<file path="src/rtl/core/rhp_pkg.sv">
// shared types and constants for the rgb to hsv pixel converter
package rhp_pkg;

  localparam int CB     = 8;                  // bits per color component
  localparam int QB     = (CB > 10) ? CB : 10; // quotient bits, one per divider cell
  localparam int W      = CB + QB + 1;        // partial remainder width
  localparam int HUE_W  = 13;

  localparam logic [HUE_W-1:0] HUE_GREEN = HUE_W'(1920);
  localparam logic [HUE_W-1:0] HUE_BLUE  = HUE_W'(3840);
  localparam logic [HUE_W-1:0] HUE_FULL  = HUE_W'(5760);

  typedef enum logic [1:0] {
    SEC_RED,
    SEC_GREEN,
    SEC_BLUE
  } sector_t;

  // one running restoring division
  typedef struct packed {
    logic [W-1:0]  rem;
    logic [W-1:0]  dvs;
    logic [QB-1:0] quo;
  } lane_t;

  // per-pixel sideband carried along the chain
  typedef struct packed {
    logic          valid;
    logic          grey;
    sector_t       sector;
    logic          neg;
    logic [CB-1:0] val;
    logic [CB-1:0] alpha;
  } side_t;

endpackage

</file>
<file path="src/rtl/core/rhp_front.sv">
// input stage: max, min, delta, sector and the two dividends
module rhp_front import rhp_pkg::*; (
  input  logic          clk,
  input  logic          rst,
  input  logic          take,
  input  logic [CB-1:0] red_in,
  input  logic [CB-1:0] green_in,
  input  logic [CB-1:0] blue_in,
  input  logic [CB-1:0] alpha_in,
  output side_t         side,
  output lane_t         hue_lane,
  output lane_t         sat_lane
);

  logic [CB-1:0] mx, mn, delta, span;
  side_t         side_next;
  lane_t         hue_next, sat_next;

  always_comb begin
    mx = (red_in > green_in) ? red_in : green_in;
    mx = (mx > blue_in) ? mx : blue_in;
    mn = (red_in < green_in) ? red_in : green_in;
    mn = (mn < blue_in) ? mn : blue_in;
    delta = mx - mn;

    side_next.valid = take && !rst;
    side_next.grey  = (delta == '0);
    side_next.val   = mx;
    side_next.alpha = alpha_in;

    // ties: red over green over blue
    if (red_in >= mx) begin
      side_next.sector = SEC_RED;
      side_next.neg    = green_in < blue_in;
      span = side_next.neg ? (blue_in - green_in) : (green_in - blue_in);
    end else if (green_in >= mx) begin
      side_next.sector = SEC_GREEN;
      side_next.neg    = red_in > blue_in;
      span = side_next.neg ? (red_in - blue_in) : (blue_in - red_in);
    end else begin
      side_next.sector = SEC_BLUE;
      side_next.neg    = green_in > red_in;
      span = side_next.neg ? (green_in - red_in) : (red_in - green_in);
    end

    // 960*span and full*delta by shift and subtract
    hue_next.rem = (W'(span) << 10) - (W'(span) << 6);
    hue_next.dvs = W'(delta) << (QB - 1);
    hue_next.quo = '0;
    sat_next.rem = (W'(delta) << CB) - W'(delta);
    sat_next.dvs = W'(mx) << (QB - 1);
    sat_next.quo = '0;
  end

  always_ff @(posedge clk) begin
    side     <= side_next;
    hue_lane <= hue_next;
    sat_lane <= sat_next;
  end

endmodule

</file>
<file path="src/rtl/core/rhp_div_cell.sv">
// one divider cell: a quotient bit for the hue and the saturation division
module rhp_div_cell import rhp_pkg::*; (
  input  logic  clk,
  input  logic  rst,
  input  side_t side_in,
  input  lane_t hue_in,
  input  lane_t sat_in,
  output side_t side_out,
  output lane_t hue_out,
  output lane_t sat_out
);

  side_t side_next;
  lane_t hue_next, sat_next;

  function automatic lane_t div_step(lane_t x);
    lane_t y;
    y = x;
    if (x.rem >= x.dvs) begin
      y.rem = x.rem - x.dvs;
      y.quo = {x.quo[QB-2:0], 1'b1};
    end else begin
      y.quo = {x.quo[QB-2:0], 1'b0};
    end
    y.dvs = x.dvs >> 1;
    return y;
  endfunction

  always_comb begin
    side_next       = side_in;
    side_next.valid = side_in.valid && !rst;
    hue_next        = div_step(hue_in);
    sat_next        = div_step(sat_in);
  end

  always_ff @(posedge clk) begin
    side_out <= side_next;
    hue_out  <= hue_next;
    sat_out  <= sat_next;
  end

endmodule

</file>
<file path="src/rtl/core/rhp_back.sv">
// output stage: sector offset, floor of negative hue, wrap and grey override
module rhp_back import rhp_pkg::*; (
  input  logic             clk,
  input  logic             rst,
  input  side_t            side,
  input  lane_t            hue_lane,
  input  lane_t            sat_lane,
  output logic             done,
  output logic [HUE_W-1:0] hue_out,
  output logic [CB-1:0]    sat_out,
  output logic [CB-1:0]    val_out,
  output logic [CB-1:0]    alpha_out
);

  logic [HUE_W-1:0] step, base, hue_next;
  logic [CB-1:0]    sat_next;

  always_comb begin
    // floor rounds a negative fraction away from zero
    step = HUE_W'(hue_lane.quo) + HUE_W'(side.neg && (hue_lane.rem != '0));
    case (side.sector)
      SEC_RED:   base = side.neg ? HUE_FULL : '0;
      SEC_GREEN: base = HUE_GREEN;
      SEC_BLUE:  base = HUE_BLUE;
      default:   base = '0;
    endcase
    hue_next = side.neg ? (base - step) : (base + step);
    sat_next = sat_lane.quo[CB-1:0];
    if (side.grey) begin
      hue_next = '0;
      sat_next = '0;
    end
  end

  always_ff @(posedge clk) begin
    if (rst) begin
      done <= 1'b0;
    end else begin
      done <= side.valid;
    end
    hue_out   <= hue_next;
    sat_out   <= sat_next;
    val_out   <= side.val;
    alpha_out <= side.alpha;
  end

endmodule

</file>
<file path="src/rtl/core/rgb_to_hsv_pixel_unit.sv">
// top level of the rgb to hsv pixel converter
// Takes one pixel per clock and never raises busy. Each result passes
// through one input stage, a chain of QB divider cells that each resolve
// one quotient bit of the hue and saturation divisions, and one output
// stage, each registered. done marks each result for exactly one cycle;
// results leave in input order and the receiver cannot stall them.
module rgb_to_hsv_pixel_unit import rhp_pkg::*; (
  input  logic             clk,
  input  logic             rst,
  input  logic             start,
  output logic             busy,
  input  logic [CB-1:0]    red_in,
  input  logic [CB-1:0]    green_in,
  input  logic [CB-1:0]    blue_in,
  input  logic [CB-1:0]    alpha_in,
  output logic             done,
  output logic [HUE_W-1:0] hue_out,
  output logic [CB-1:0]    sat_out,
  output logic [CB-1:0]    val_out,
  output logic [CB-1:0]    alpha_out
);

  side_t side [QB+1];
  lane_t hue  [QB+1];
  lane_t sat  [QB+1];

  assign busy = 1'b0;

  rhp_front u_front (
    .clk      (clk),
    .rst      (rst),
    .take     (start),
    .red_in   (red_in),
    .green_in (green_in),
    .blue_in  (blue_in),
    .alpha_in (alpha_in),
    .side     (side[0]),
    .hue_lane (hue[0]),
    .sat_lane (sat[0])
  );

  for (genvar i = 0; i < QB; i++) begin : g_cell
    rhp_div_cell u_cell (
      .clk      (clk),
      .rst      (rst),
      .side_in  (side[i]),
      .hue_in   (hue[i]),
      .sat_in   (sat[i]),
      .side_out (side[i+1]),
      .hue_out  (hue[i+1]),
      .sat_out  (sat[i+1])
    );
  end

  rhp_back u_back (
    .clk       (clk),
    .rst       (rst),
    .side      (side[QB]),
    .hue_lane  (hue[QB]),
    .sat_lane  (sat[QB]),
    .done      (done),
    .hue_out   (hue_out),
    .sat_out   (sat_out),
    .val_out   (val_out),
    .alpha_out (alpha_out)
  );

endmodule
</file>
<file path="config.mk">
export PLATFORM = sky130hd
export DESIGN_NAME = rgb_to_hsv_pixel_unit
export DESIGN_NICKNAME = d
export VERILOG_FILES = /design/src/rtl/core/rhp_pkg.sv /design/src/rtl/core/rhp_front.sv /design/src/rtl/core/rhp_div_cell.sv /design/src/rtl/core/rhp_back.sv /design/src/rtl/core/rgb_to_hsv_pixel_unit.sv
export SDC_FILE = /design/constraint.sdc
export NUM_CORES = 1
export LEC_CHECK = 0
export ABC_CLOCK_PERIOD_IN_PS = 11100
export BUFFER_PORTS_ARGS = -buffer_cell sky130_fd_sc_hd__buf_2
export CAP_MARGIN = 15
export CORE_UTILIZATION = 52
export DETAILED_ROUTE_END_ITERATION = 16
export PLACE_DENSITY = 0.73
export REMOVE_ABC_BUFFERS = 1
export SYNTH_ARGS = -nofsm -noshare
export SYNTH_HDL_FRONTEND = slang
export SYNTH_SLANG_ARGS = --single-unit
</file>
<file path="constraint.sdc">
create_clock -name clk -period 11.1 [get_ports clk]
set_input_delay 2.22 -clock clk [delete_from_list [all_inputs] [get_ports clk]]
set_output_delay 2.22 -clock clk [all_outputs]
set_load 0.005 [all_outputs]
</file>
* Word-level counts from Yosys, hierarchy flattened
Index checks and enable logic that the tools add are counted.
** Word-level totals
- Bits of input ports :: 35
- Flip-flop bits (word level) :: 839
- Word-level logic and storage cells :: 249
** Operators by class
- Equality and inequality tests :: 2
- Multiplexer cells :: 51
- Reduce and logical (&&, ||, !) cells :: 16
- $add $sub $neg :: 31
- $lt $le $gt $ge :: 29
** Operators with widths (number)
- $mux 19 :: 19
- $mux 8 :: 9
- $sub 8x8->8 :: 7
- $pmux 13 s3 :: 1
- $ge 19x10->1 :: 2
- $ge 19x11->1 :: 2
- $ge 19x12->1 :: 2
- $ge 19x13->1 :: 2
- $ge 19x14->1 :: 2
- $ge 19x15->1 :: 2
- $ge 19x16->1 :: 2
- $ge 19x17->1 :: 2
- $ge 19x8->1 :: 2
- $ge 19x9->1 :: 2
- $sub 19x10->19 :: 2
- $sub 19x11->19 :: 2
- $sub 19x12->19 :: 2
- $sub 19x13->19 :: 2
- $sub 19x14->19 :: 2
- $sub 19x15->19 :: 2
- $sub 19x16->19 :: 2
- $sub 19x17->19 :: 2
- $sub 19x9->19 :: 2
- $gt 8x8->1 :: 4
- 18 further kinds :: 51

* Depth between registers and ports, before layout
Gate-level depths: netlist of run 1.
- Word-level depth :: 8
- Depth in mapped cells :: 39
- Gate-level depth less buffers :: 35

* Hierarchy
Synthesis of run 1 repeated with hierarchy kept, for this count alone.
** Second synthesis, totals
- Cells, all modules :: 5738
- Area, all modules :: 57964.3 um2
** Modules (own cells, without submodules)
- rhp_div_cell (g_cell[2].u_cell ...) :: cells each 463, times used 4, area an instance 4889.7 um2, sequential area each 2302.2 um2
- rhp_div_cell (g_cell[7].u_cell ...) :: cells each 500, times used 2, area an instance 5048.6 um2, sequential area each 2302.2 um2
- rhp_front :: cells each 707, times used 1, area an instance 5984.5 um2, sequential area each 1161.1 um2
- rhp_div_cell (g_cell[6].u_cell) :: cells each 509, times used 1, area an instance 5148.7 um2, sequential area each 2302.2 um2
- rhp_div_cell (g_cell[9].u_cell) :: cells each 481, times used 1, area an instance 5049.8 um2, sequential area each 2302.2 um2
- rhp_div_cell (g_cell[1].u_cell) :: cells each 467, times used 1, area an instance 5027.3 um2, sequential area each 2302.2 um2
- rhp_div_cell (g_cell[0].u_cell) :: cells each 493, times used 1, area an instance 4979.8 um2, sequential area each 2302.2 um2
- rhp_back :: cells each 227, times used 1, area an instance 2107.0 um2, sequential area each 760.7 um2
- rgb_to_hsv_pixel_unit :: cells each 2, times used 1, area an instance 11.3 um2, sequential area each 0.0 um2

* Worst setup path after synthesis of run 1
Ideal clock, no wire load.
- Path kind :: in2reg
- Start :: input port red_in[0]
- End :: register u_front.hue_lane[44] (netlist name)
- Cell stages on the path :: 35
- Arrival time :: 8238 ps
- Buffers on the path :: 3
- Path slack :: 2733 ps
- Cell sequence :: inv_1 > ha_1 > inv_1 > fa_1 > nand3_2 > a21oi_4 > o21ai_2 > buf_6 > mux2i_1 > inv_1 > ha_1 > o21ai_0 > nor2_2 > o31a_2 > nand2_1 > buf_2 > clkbuf_1 > nand2_1 > o21a_1 > ha_1 > a21o_1 > a21oi_1 > o21ai_0 > a21oi_1 > o311ai_1 > o22ai_4 > mux2i_1 > mux2i_2 > inv_1 > ha_1 > inv_1 > o31a_1 > o21ai_0 > a31o_2 > mux2i_1
** RTL lines
- start: declaration :: RTL line rgb_to_hsv_pixel_unit.sv:12 : input logic [CB-1:0] red_in,
- end signal: assignment :: RTL line rhp_front.sv:57 : hue_lane <= hue_next;
- end: declaration :: RTL line rhp_front.sv:11 : output lane_t hue_lane,

==> impl_metrics.ini, run 1 <==
[clock_network]
clock_path_buffers = 3
cts_num_sinks = 782
clkTransAtPathRegs_ps = 60
clk_latency_ps = 600
cts_resized = 0
postCtsSetupBuffers = 0
hold_buffers = 0
h-tree-depth = 3
numCtsBuffers = 76
cts_root_buffer = clkbuf_16
cts_tree = yes

[timing]
worst_pin_slew_ps = 1110
drv_slew = 0
setup_ws_ps = 1660
hold_viol = 0
relSlewSlack_pct = 25.4
finalSetupViolCount = 0
holdWs_ps = 304
rsz0062_at_grt = no
period_share_pct = 85.1
finClkSkew_ps = 25.7
finalSetupTns_ps = 0
fmax_mhz = 106
min_period_ps = 9440

[logic_synthesis]
syn_inst = 3151
yosys_register_bits = 782
ys_seq_area_share_pct = 49.8
synthTopCellsByArea = dfxtp_1, ha_1, xnor2_1
synthArstFlopShare_pct = 0
synth.distinct_cells = 96
synth_top_cell_area_share_pct = 49.8
syn_area_mm2 = 0.0315
synth_top_flop_cell = dfxtp_1
synth_warnings = 0
synth_edf_count = 0
synth_area_per_cell_um2 = 9.99
yosysTopAreaCell = dfxtp_1

[floorplanning]
initial_core_util_pct = 53.0
die_y_um = 248
rows = 89
die_w_um = 248
core_area_mm2 = 0.0594
pin_count = 74
dieArea_mm2 = 0.0615

[layout]
fill_cells = 4951
fin_cells = 4090
fin_area_mm2 = 0.0352
antenna_cells = 0
finish.utilization_pct = 59.3
nets = 3576
drive_gt1_share_pct = 8.26
area_growth_pct = 11.8

[power_and_ir_drop]
p_leak_nw = 15.9
power_mw = 12.5
power_density_mw_per_mm2 = 356
peakVddDrop_mv = 0.152

[setup_path]
critPathMaxFanout = 20
crit_path_end_kind = register
cp-start-kind = input pin
cp.required_ps = 11630
r2r_slack_ps = 6470
reg2reg_depth = 17
crit_type = input pin to register
cp.arrival_ps = 9980

[min_path]
min_path_type = register to register
holdPathStages = 0

[place]
dp_slack_ps = 1170
place_area_mm2 = 0.0327
dp_hpwl_mm = 42.6
place.gp.congestion = 0.902
dp.cells = 3955
port-buffer-count = 72

[global_route]
grt_pass1_vias = 20100
antenna_found_initial = 2
grt_pass1_wl_mm = 92.7
grt_start_max_net_pins = 22
grtUsageTotal_pct = 18.5
grt-ovfl-total = 0

[detailed_routing]
drtIter0Drc = 740
routed_via_density = 5.07
route.detailed.drc = 0
wl_per_cell_um = 13.7
drt-pass1-iter-count = 5
antenna_left = 0
routed_wl_mm = 56.0
vias = 20700

[flow_run]
max_cap_viol_count = 0

[run_status]
outcome = finished, final reports clean
==> cells in the mapped netlist, types with 10 or more instances <==
library cell	count
o21ai_0	174
xnor2_1	151
nand3_1	44
inv_1	306
and2_1	23
nand4_1	42
nand2_1	199
dfxtp_1	782
nor2b_1	71
mux2i_1	42
ha_1	256
a21boi_0	21
nand2b_1	56
a211oi_1	17
nor4b_1	10
clkbuf_1	39
a21oi_1	160
nor2_1	233
nor4_1	38
nor3_1	48
a21o_1	75
o21a_1	11
or3_1	12
fa_1	25
mux2_2	20
o31ai_1	25
xor2_1	98
==> power breakdown <==
group | internal, mW | switching, mW | leakage (nW)
logic | 2.50 | 2.87 | 8.10
clock network | 1.50 | 1.02 | 1.25
registers | 4.00 | 0.642 | 6.56
==> critical path, cell delays in order <==
cell and delay, ps:
buf_2 160, inv_1 150, ha_1 190, inv_1 60, fa_1 410, nand3_2 130
a21oi_4 80, o21ai_2 580, mux2i_1 460, ha_1 300, and2_1 140, o21ai_0 100
nand4bb_1 210, nand2_1 570, nor2_1 120, a21oi_1 360, ha_1 330, a21oi_1 200
o21ai_0 310, a21oi_1 220, o311ai_1 190, o22ai_4 410, mux2i_1 130, mux2i_1 730
nor3_1 90, or4_4 590, or4_1 410, nand3_1 90
==> cell families after synthesis <==
family	count (synthesis)	synth area share (%)
flip-flops	782	49.8
AND/OR/NAND/NOR	840	13.4
XOR/XNOR	250	6.98
adder cells (fa/ha/maj)	282	11.8
AO/OA/AOI/OAI	573	11.5
other	1	0.0119
multiplexers	65	2.20
buffers and inverters	358	4.36
==> metal layers <==
metal / up-vias / GRT usage [%] / share of wire (%) / wire [um]
met5: - / 0 / 0.046 / 26
met3: 111 / 2.91 / 3.5 / 1970
met2: 322 / 35.1 / 51 / 28600
met1: 9437 / 20.2 / 42 / 23700
met4: 4 / 7.52 / 3.0 / 1690
li1: 10900 / - / - / -
==> placed cells by master, fill, tap and decap left out, drive strengths merged, types with 45 or more instances in the layout <==
master / netlist / final
o21ai: 177 / 177
nand3: 45 / 45
xnor2: 152 / 152
xor2: 98 / 98
nor2: 235 / 235
nor2b: 71 / 71
a21oi: 167 / 167
nand2b: 56 / 56
clkbuf: 39 / 103
dfxtp: 782 / 782
ha: 256 / 256
buf: 13 / 82
nor3: 48 / 48
nand2: 199 / 199
inv: 306 / 311
a21o: 75 / 75
==> final cells by class <==
type	count	area [um2]	share of cell area [%]
well taps	773	967	2.75
clock inverters	32	337	0.957
repair buffers	82	435	1.24
clock buffers	103	2190	6.21
inverters	306	1150	3.26
flip-flops and latches	782	15700	44.5
multi-input cells	2012	14500	41.1
==> final timing paths <==
path,start,to
min reg2reg,g_cell[8].u_cell.side_out[19],g_cell[9].u_cell.side_out[19]
max reg2reg,g_cell[9].u_cell.hue_out[30],u_back.hue_out[11]
max,red_in[0],u_front.hue_lane[43]
min,g_cell[8].u_cell.side_out[19],g_cell[9].u_cell.side_out[19]
==> sequential cells by signal (all words and copies together), names as in the netlist <==
signal                  cells
g_cell.u_cell.hue_out     269
g_cell.u_cell.sat_out     279
g_cell.u_cell.side_out    138
u_back.alpha_out            8
u_back.done                 1
u_back.hue_out             13
u_back.sat_out              8
u_back.val_out              8
u_front.hue_lane           20
u_front.sat_lane           25
u_front.side               13
Note: power is estimated with default switching activity, not from simulation.
==> run 2: changes to the inputs <==
==> constraint.sdc (replaced) <==
create_clock -name clk -period 11.1 [get_ports clk]
set_input_delay 1.665 -clock clk [delete_from_list [all_inputs] [get_ports clk]]
set_output_delay 1.665 -clock clk [all_outputs]
set_load 0.005 [all_outputs]
==> run 2 against run 1 <==
Net effect:
- via count grew 0.12%
- cell area up 0.38%
- largest cell class unchanged
- highest routed layer unchanged
- combinational power increased by 0.7%
- worst setup slack improved by 480 ps
==> impl_metrics.ini, run 2 (synthesis results as in run 1) <==
[layout]
multiInputGateArea_mm2 = 0.0145
registers.top_by_ff_count = g_cell.u_cell.sat_out
top_regs = g_cell.u_cell.sat_out x279, g_cell.u_cell.hue_out x269, g_cell.u_cell.side_out x138
finish.utilization_pct = 59.5
drive_gt1_share_pct = 8.26
nets = 3575
regArea_mm2 = 0.0157
mostFrequentLayoutCells = dfxtp_1, inv_1, ha_1
fin_area_mm2 = 0.0353
antenna_cells = 0
final_common_cell = dfxtp_1
largest_reg_flops = 279
area_growth_pct = 12.2
fill_cells = 5015

[timing]
worst_pin_slew_ps = 1140
relSlewSlack_pct = 23.3
period_share_pct = 80.7
drv_slew = 0
fmax_mhz = 112
min_period_ps = 8960
finalSetupTns_ps = 0
finClkSkew_ps = 15.3
finalSetupViolCount = 0
rsz0062_at_grt = no
holdWs_ps = 314
hold_viol = 0

[place]
place.gp.congestion = 0.900
port-buffer-count = 72
place_area_mm2 = 0.0327
dp_hpwl_mm = 42.6

[power_and_ir_drop]
combPwrFrac_pct = 42.6
netSwitchingFraction_pct = 36.2
clkPwrFrac_pct = 20.9
p_sw_mw = 4.60
peakVddDrop_mv = 0.183
power_density_mw_per_mm2 = 360
seq_power_share_pct = 36.5
power_mw = 12.7
p_leak_nw = 15.9
p_int_mw = 8.10

[setup_path]
cp-start-kind = input pin
crit_top_cell = inv_1
cp-startpoint = red_in[0]
cp.required_ps = 11590
reg2reg_from = g_cell[9].u_cell.hue_out[30]
crit_type = input pin to register
crit_path_end_kind = register
cpMaxStageDelayCell = o21bai_1
critPathMaxFanout = 20
slowest_delay_ps = 850
cp.arrival_ps = 9450

[global_route]
grtUsageTotal_pct = 18.7
grt_start_max_net_pins = 22
grt_pass1_vias = 20200
antenna_found_initial = 1
grt-ovfl-total = 0
grt_pass1_wl_mm = 93.9

[floorplanning]
die_w_um = 248
dieArea_mm2 = 0.0615
pin_count = 74
rows = 89
initial_core_util_pct = 53.0
core_area_mm2 = 0.0594
die_y_um = 248

[clock_network]
postCtsSetupBuffers = 0
clkTransAtPathRegs_ps = 60
cts_tree = yes
cts_resized = 0
clock_path_buffers = 3
numCtsBuffers = 76
clk_latency_ps = 610
cts_root_buffer = clkbuf_16
hold_buffers = 0
h-tree-depth = 3
cts_num_sinks = 782

[detailed_routing]
drtIter0Drc = 813
antenna_left = 0
wl_per_cell_um = 13.8
drt-pass1-iter-count = 7
routed_via_density = 5.07
route.detailed.drc = 0
routed_wl_mm = 56.5
vias = 20800

[run_status]
outcome = finished, final reports clean

[min_path]
hp-start = g_cell[3].u_cell.sat_out[0]
min_path_type = register to register

[flow_run]
max_cap_viol_count = 0
-- run 2: changes by cell type in the layout (fill, tap and decap cells not counted), sizes merged --
cell / change
clkinv: -4
inv: +2
clkbuf: -2
bufinv: +5
buf: -1
clkinvlp: +2
-- run 2: power groups by stage --
stage	clock [mW]	combinational (mW)	sequential [mW]
finish	2.65	5.41	4.64
global route	2.85	6.14	4.78
CTS	2.73	5.43	4.65
detailed placement	0	5.36	4.70
global placement	0	5.27	4.68
floorplan	0	4.31	4.50
-- run 2: final cells by class --
class / instances / share of cell area [%]
repair buffers: 81 / 1.21
well taps: 773 / 2.74
flip-flops and latches: 782 / 44.3
inverters: 306 / 3.25
clock inverters: 37 / 1.52
clock buffers: 101 / 6.02
multi-input cells: 2012 / 40.9
-- run 2: stage by stage --
| step | worst slack (ps) | cells |
|---|---|---|
| final | 2140 | 4092 |
| after global routing | 1540 | 4092 |
| after CTS | 2220 | 4092 |
| after detailed placement | 1550 | 3954 |
| after global placement | 1620 | 3954 |
| after floorplan | 3080 | 3100 |
-- run 2: per-layer routing --
| metal | track usage [%] | part of all wire [%] | vias up |
|---|---|---|---|
| met5 | 0 | 0.021 | - |
| met4 | 7.89 | 3.2 | 2 |
| met3 | 2.85 | 3.3 | 111 |
| met2 | 35.2 | 51 | 335 |
| met1 | 20.7 | 43 | 9426 |
| li1 | - | - | 10900 |
-- run 2: worst max-delay path: cells and delay by family --
family	cells	cell delay, ps
buf+inv	7	730
compound gates	11	3520
mux	3	900
simple gates	5	1010
fa+ha+maj	5	1610
-- run 2: final timing paths --
kind | cells after the start | to | slack, ps
worst min-delay path | 0 | g_cell[4].u_cell.sat_out[1] | 310
worst min register to register | 0 | g_cell[4].u_cell.sat_out[1] | 310
worst max-delay path | 31 | u_front.hue_lane[44] | 2140
worst max register to register | 18 | u_back.hue_out[12] | 6290
==> run 3: changes to the inputs <==
Settings changed: ABC_CLOCK_PERIOD_IN_PS 11100 to 8200, PLACE_DENSITY 0.73 to 0.76.
Clock period 11.1 ns to 8.2 ns, I/O delays scaled along.
==> run 3 against run 2 <==
Net effect:
- the flow now finishes with violations (design-rule violations)
- sequential share of layout area is 0.080 points lower
- power is 34% higher
- routed wire length up 1.6%
- first-iteration DRC count increased by 5.0%
- combinational power is 37% higher
==> impl_metrics.ini, run 3 (synthesis results as in run 1) <==
[layout]
largest_reg_flops = 279
finish.utilization_pct = 59.6
fin_cells = 4126
mostFrequentLayoutCells = dfxtp_1, inv_1, ha_1
registers.top_by_ff_count = g_cell.u_cell.sat_out
final_common_cell = dfxtp_1
area_growth_pct = 12.4
antenna_cells = 0
nets = 3615
top_regs = g_cell.u_cell.sat_out x279, g_cell.u_cell.hue_out x269, g_cell.u_cell.side_out x138
drive_gt1_share_pct = 9.28
fill_cells = 4879

[clock_network]
clkTransAtPathRegs_ps = 60
cts_num_sinks = 782
cts_tree = yes
h-tree-depth = 3
cts_resized = 0
hold_buffers = 0
numCtsBuffers = 72
clk_latency_ps = 610
clock_path_buffers = 3
postCtsSetupBuffers = 0
cts_root_buffer = clkbuf_16

[timing]
min_period_ps = 7240
hold_viol = 0
finalSetupViolCount = 0
period_share_pct = 88.3
rsz0062_at_grt = no
finalSetupTns_ps = 0
setup_ws_ps = 961
fmax_mhz = 138
finClkSkew_ps = 24.1
relSlewSlack_pct = 32.5
drv_slew = 0
worst_pin_slew_ps = 1010

[detailed_routing]
drt-pass1-iter-count = 11
routed_via_density = 5.07
antenna_left = 0
routed_wl_mm = 57.4
drtIter0Drc = 854
route.detailed.drc = 1
wl_per_cell_um = 13.9
vias = 20900

[power_and_ir_drop]
p_leak_nw = 16.0
peakVddDrop_mv = 0.213
power_density_mw_per_mm2 = 480
power_mw = 17.0

[setup_path]
crit_path_end_kind = register
r2r-end = u_back.hue_out[12]
critPathMaxFanout = 12
cp.required_ps = 8740
cp.buffers_inverters = 6
r2r_slack_ps = 3550
cp.arrival_ps = 7780
reg2reg_depth = 18
cp-startpoint = red_in[0]
crit_type = input pin to register
slowest_delay_ps = 570
cp-start-kind = input pin
crit_family = simple AND/OR/NAND/NOR gates
reg2reg_from = g_cell[9].u_cell.hue_out[30]
cpMaxStageDelayCell = or4_4

[run_status]
outcome = finished with violations
violations = design-rule violations

[global_route]
grt_start_max_net_pins = 22
antenna_found_initial = 0
grt_pass1_wl_mm = 95.1
grt_pass1_vias = 20600
grtUsageTotal_pct = 19.1
grt-ovfl-total = 0

[flow_run]
max_cap_viol_count = 0

[place]
dp_slack_ps = 364
port-buffer-count = 72
place.gp.congestion = 0.924
dp.cells = 3998
dp_hpwl_mm = 44.3

[floorplanning]
rows = 89
initial_core_util_pct = 53.0
die_w_um = 248
dieArea_mm2 = 0.0615
pin_count = 74
die_y_um = 248
core_area_mm2 = 0.0594

[min_path]
hp-start = g_cell[4].u_cell.sat_out[2]
holdPathStages = 0
min_path_type = register to register
min_to = g_cell[5].u_cell.sat_out[3]
## run 3: cell count changes in the layout (fill, tap and decap cells not counted), sizes merged
cell,change
buf,+44
clkbuf,-7
bufinv,-5
clkinv,+4
inv,-2
## run 3: final cells by class
| cell class | instances | area (um2) | area share, % |
|---|---|---|---|
| clock inverter | 34 | 369 | 1.04 |
| inverter | 306 | 1150 | 3.25 |
| timing repair buffer | 125 | 771 | 2.18 |
| multi-input combinational | 2012 | 14500 | 40.9 |
| clock buffer | 94 | 2020 | 5.70 |
| sequential | 782 | 15700 | 44.2 |
| tap | 773 | 967 | 2.73 |
## run 3: stage by stage
stage	instance area [um2]	hold slack, ps
after global placement	33000	310
after global routing	35400	320
after floorplan	31200	310
after detailed placement	33000	312
final	35400	311
after CTS	35400	308
## run 3: worst max path at each step
stage                                 to  slack (ps)  cells after the start
finish              u_front.hue_lane[45]         960                     31
global route        u_front.hue_lane[47]         490                     35
CTS                 u_front.hue_lane[45]        1000                     31
detailed placement  u_front.hue_lane[45]         360                     31
global placement    u_front.hue_lane[43]         530                     31
floorplan           u_front.hue_lane[44]         620                     29
## run 3: report_power, final
group	leakage [nW]	internal [mW]	switching, mW
Clock	1.17	1.91	1.36
Sequential	6.56	5.41	0.866
Combinational	8.31	3.49	3.94
## run 3: per-layer routing
metal	track usage (%)	wire length, um
met4	8.61	2130
met2	36.8	29900
met3	2.55	1560
met1	20.3	23800
met5	0	0
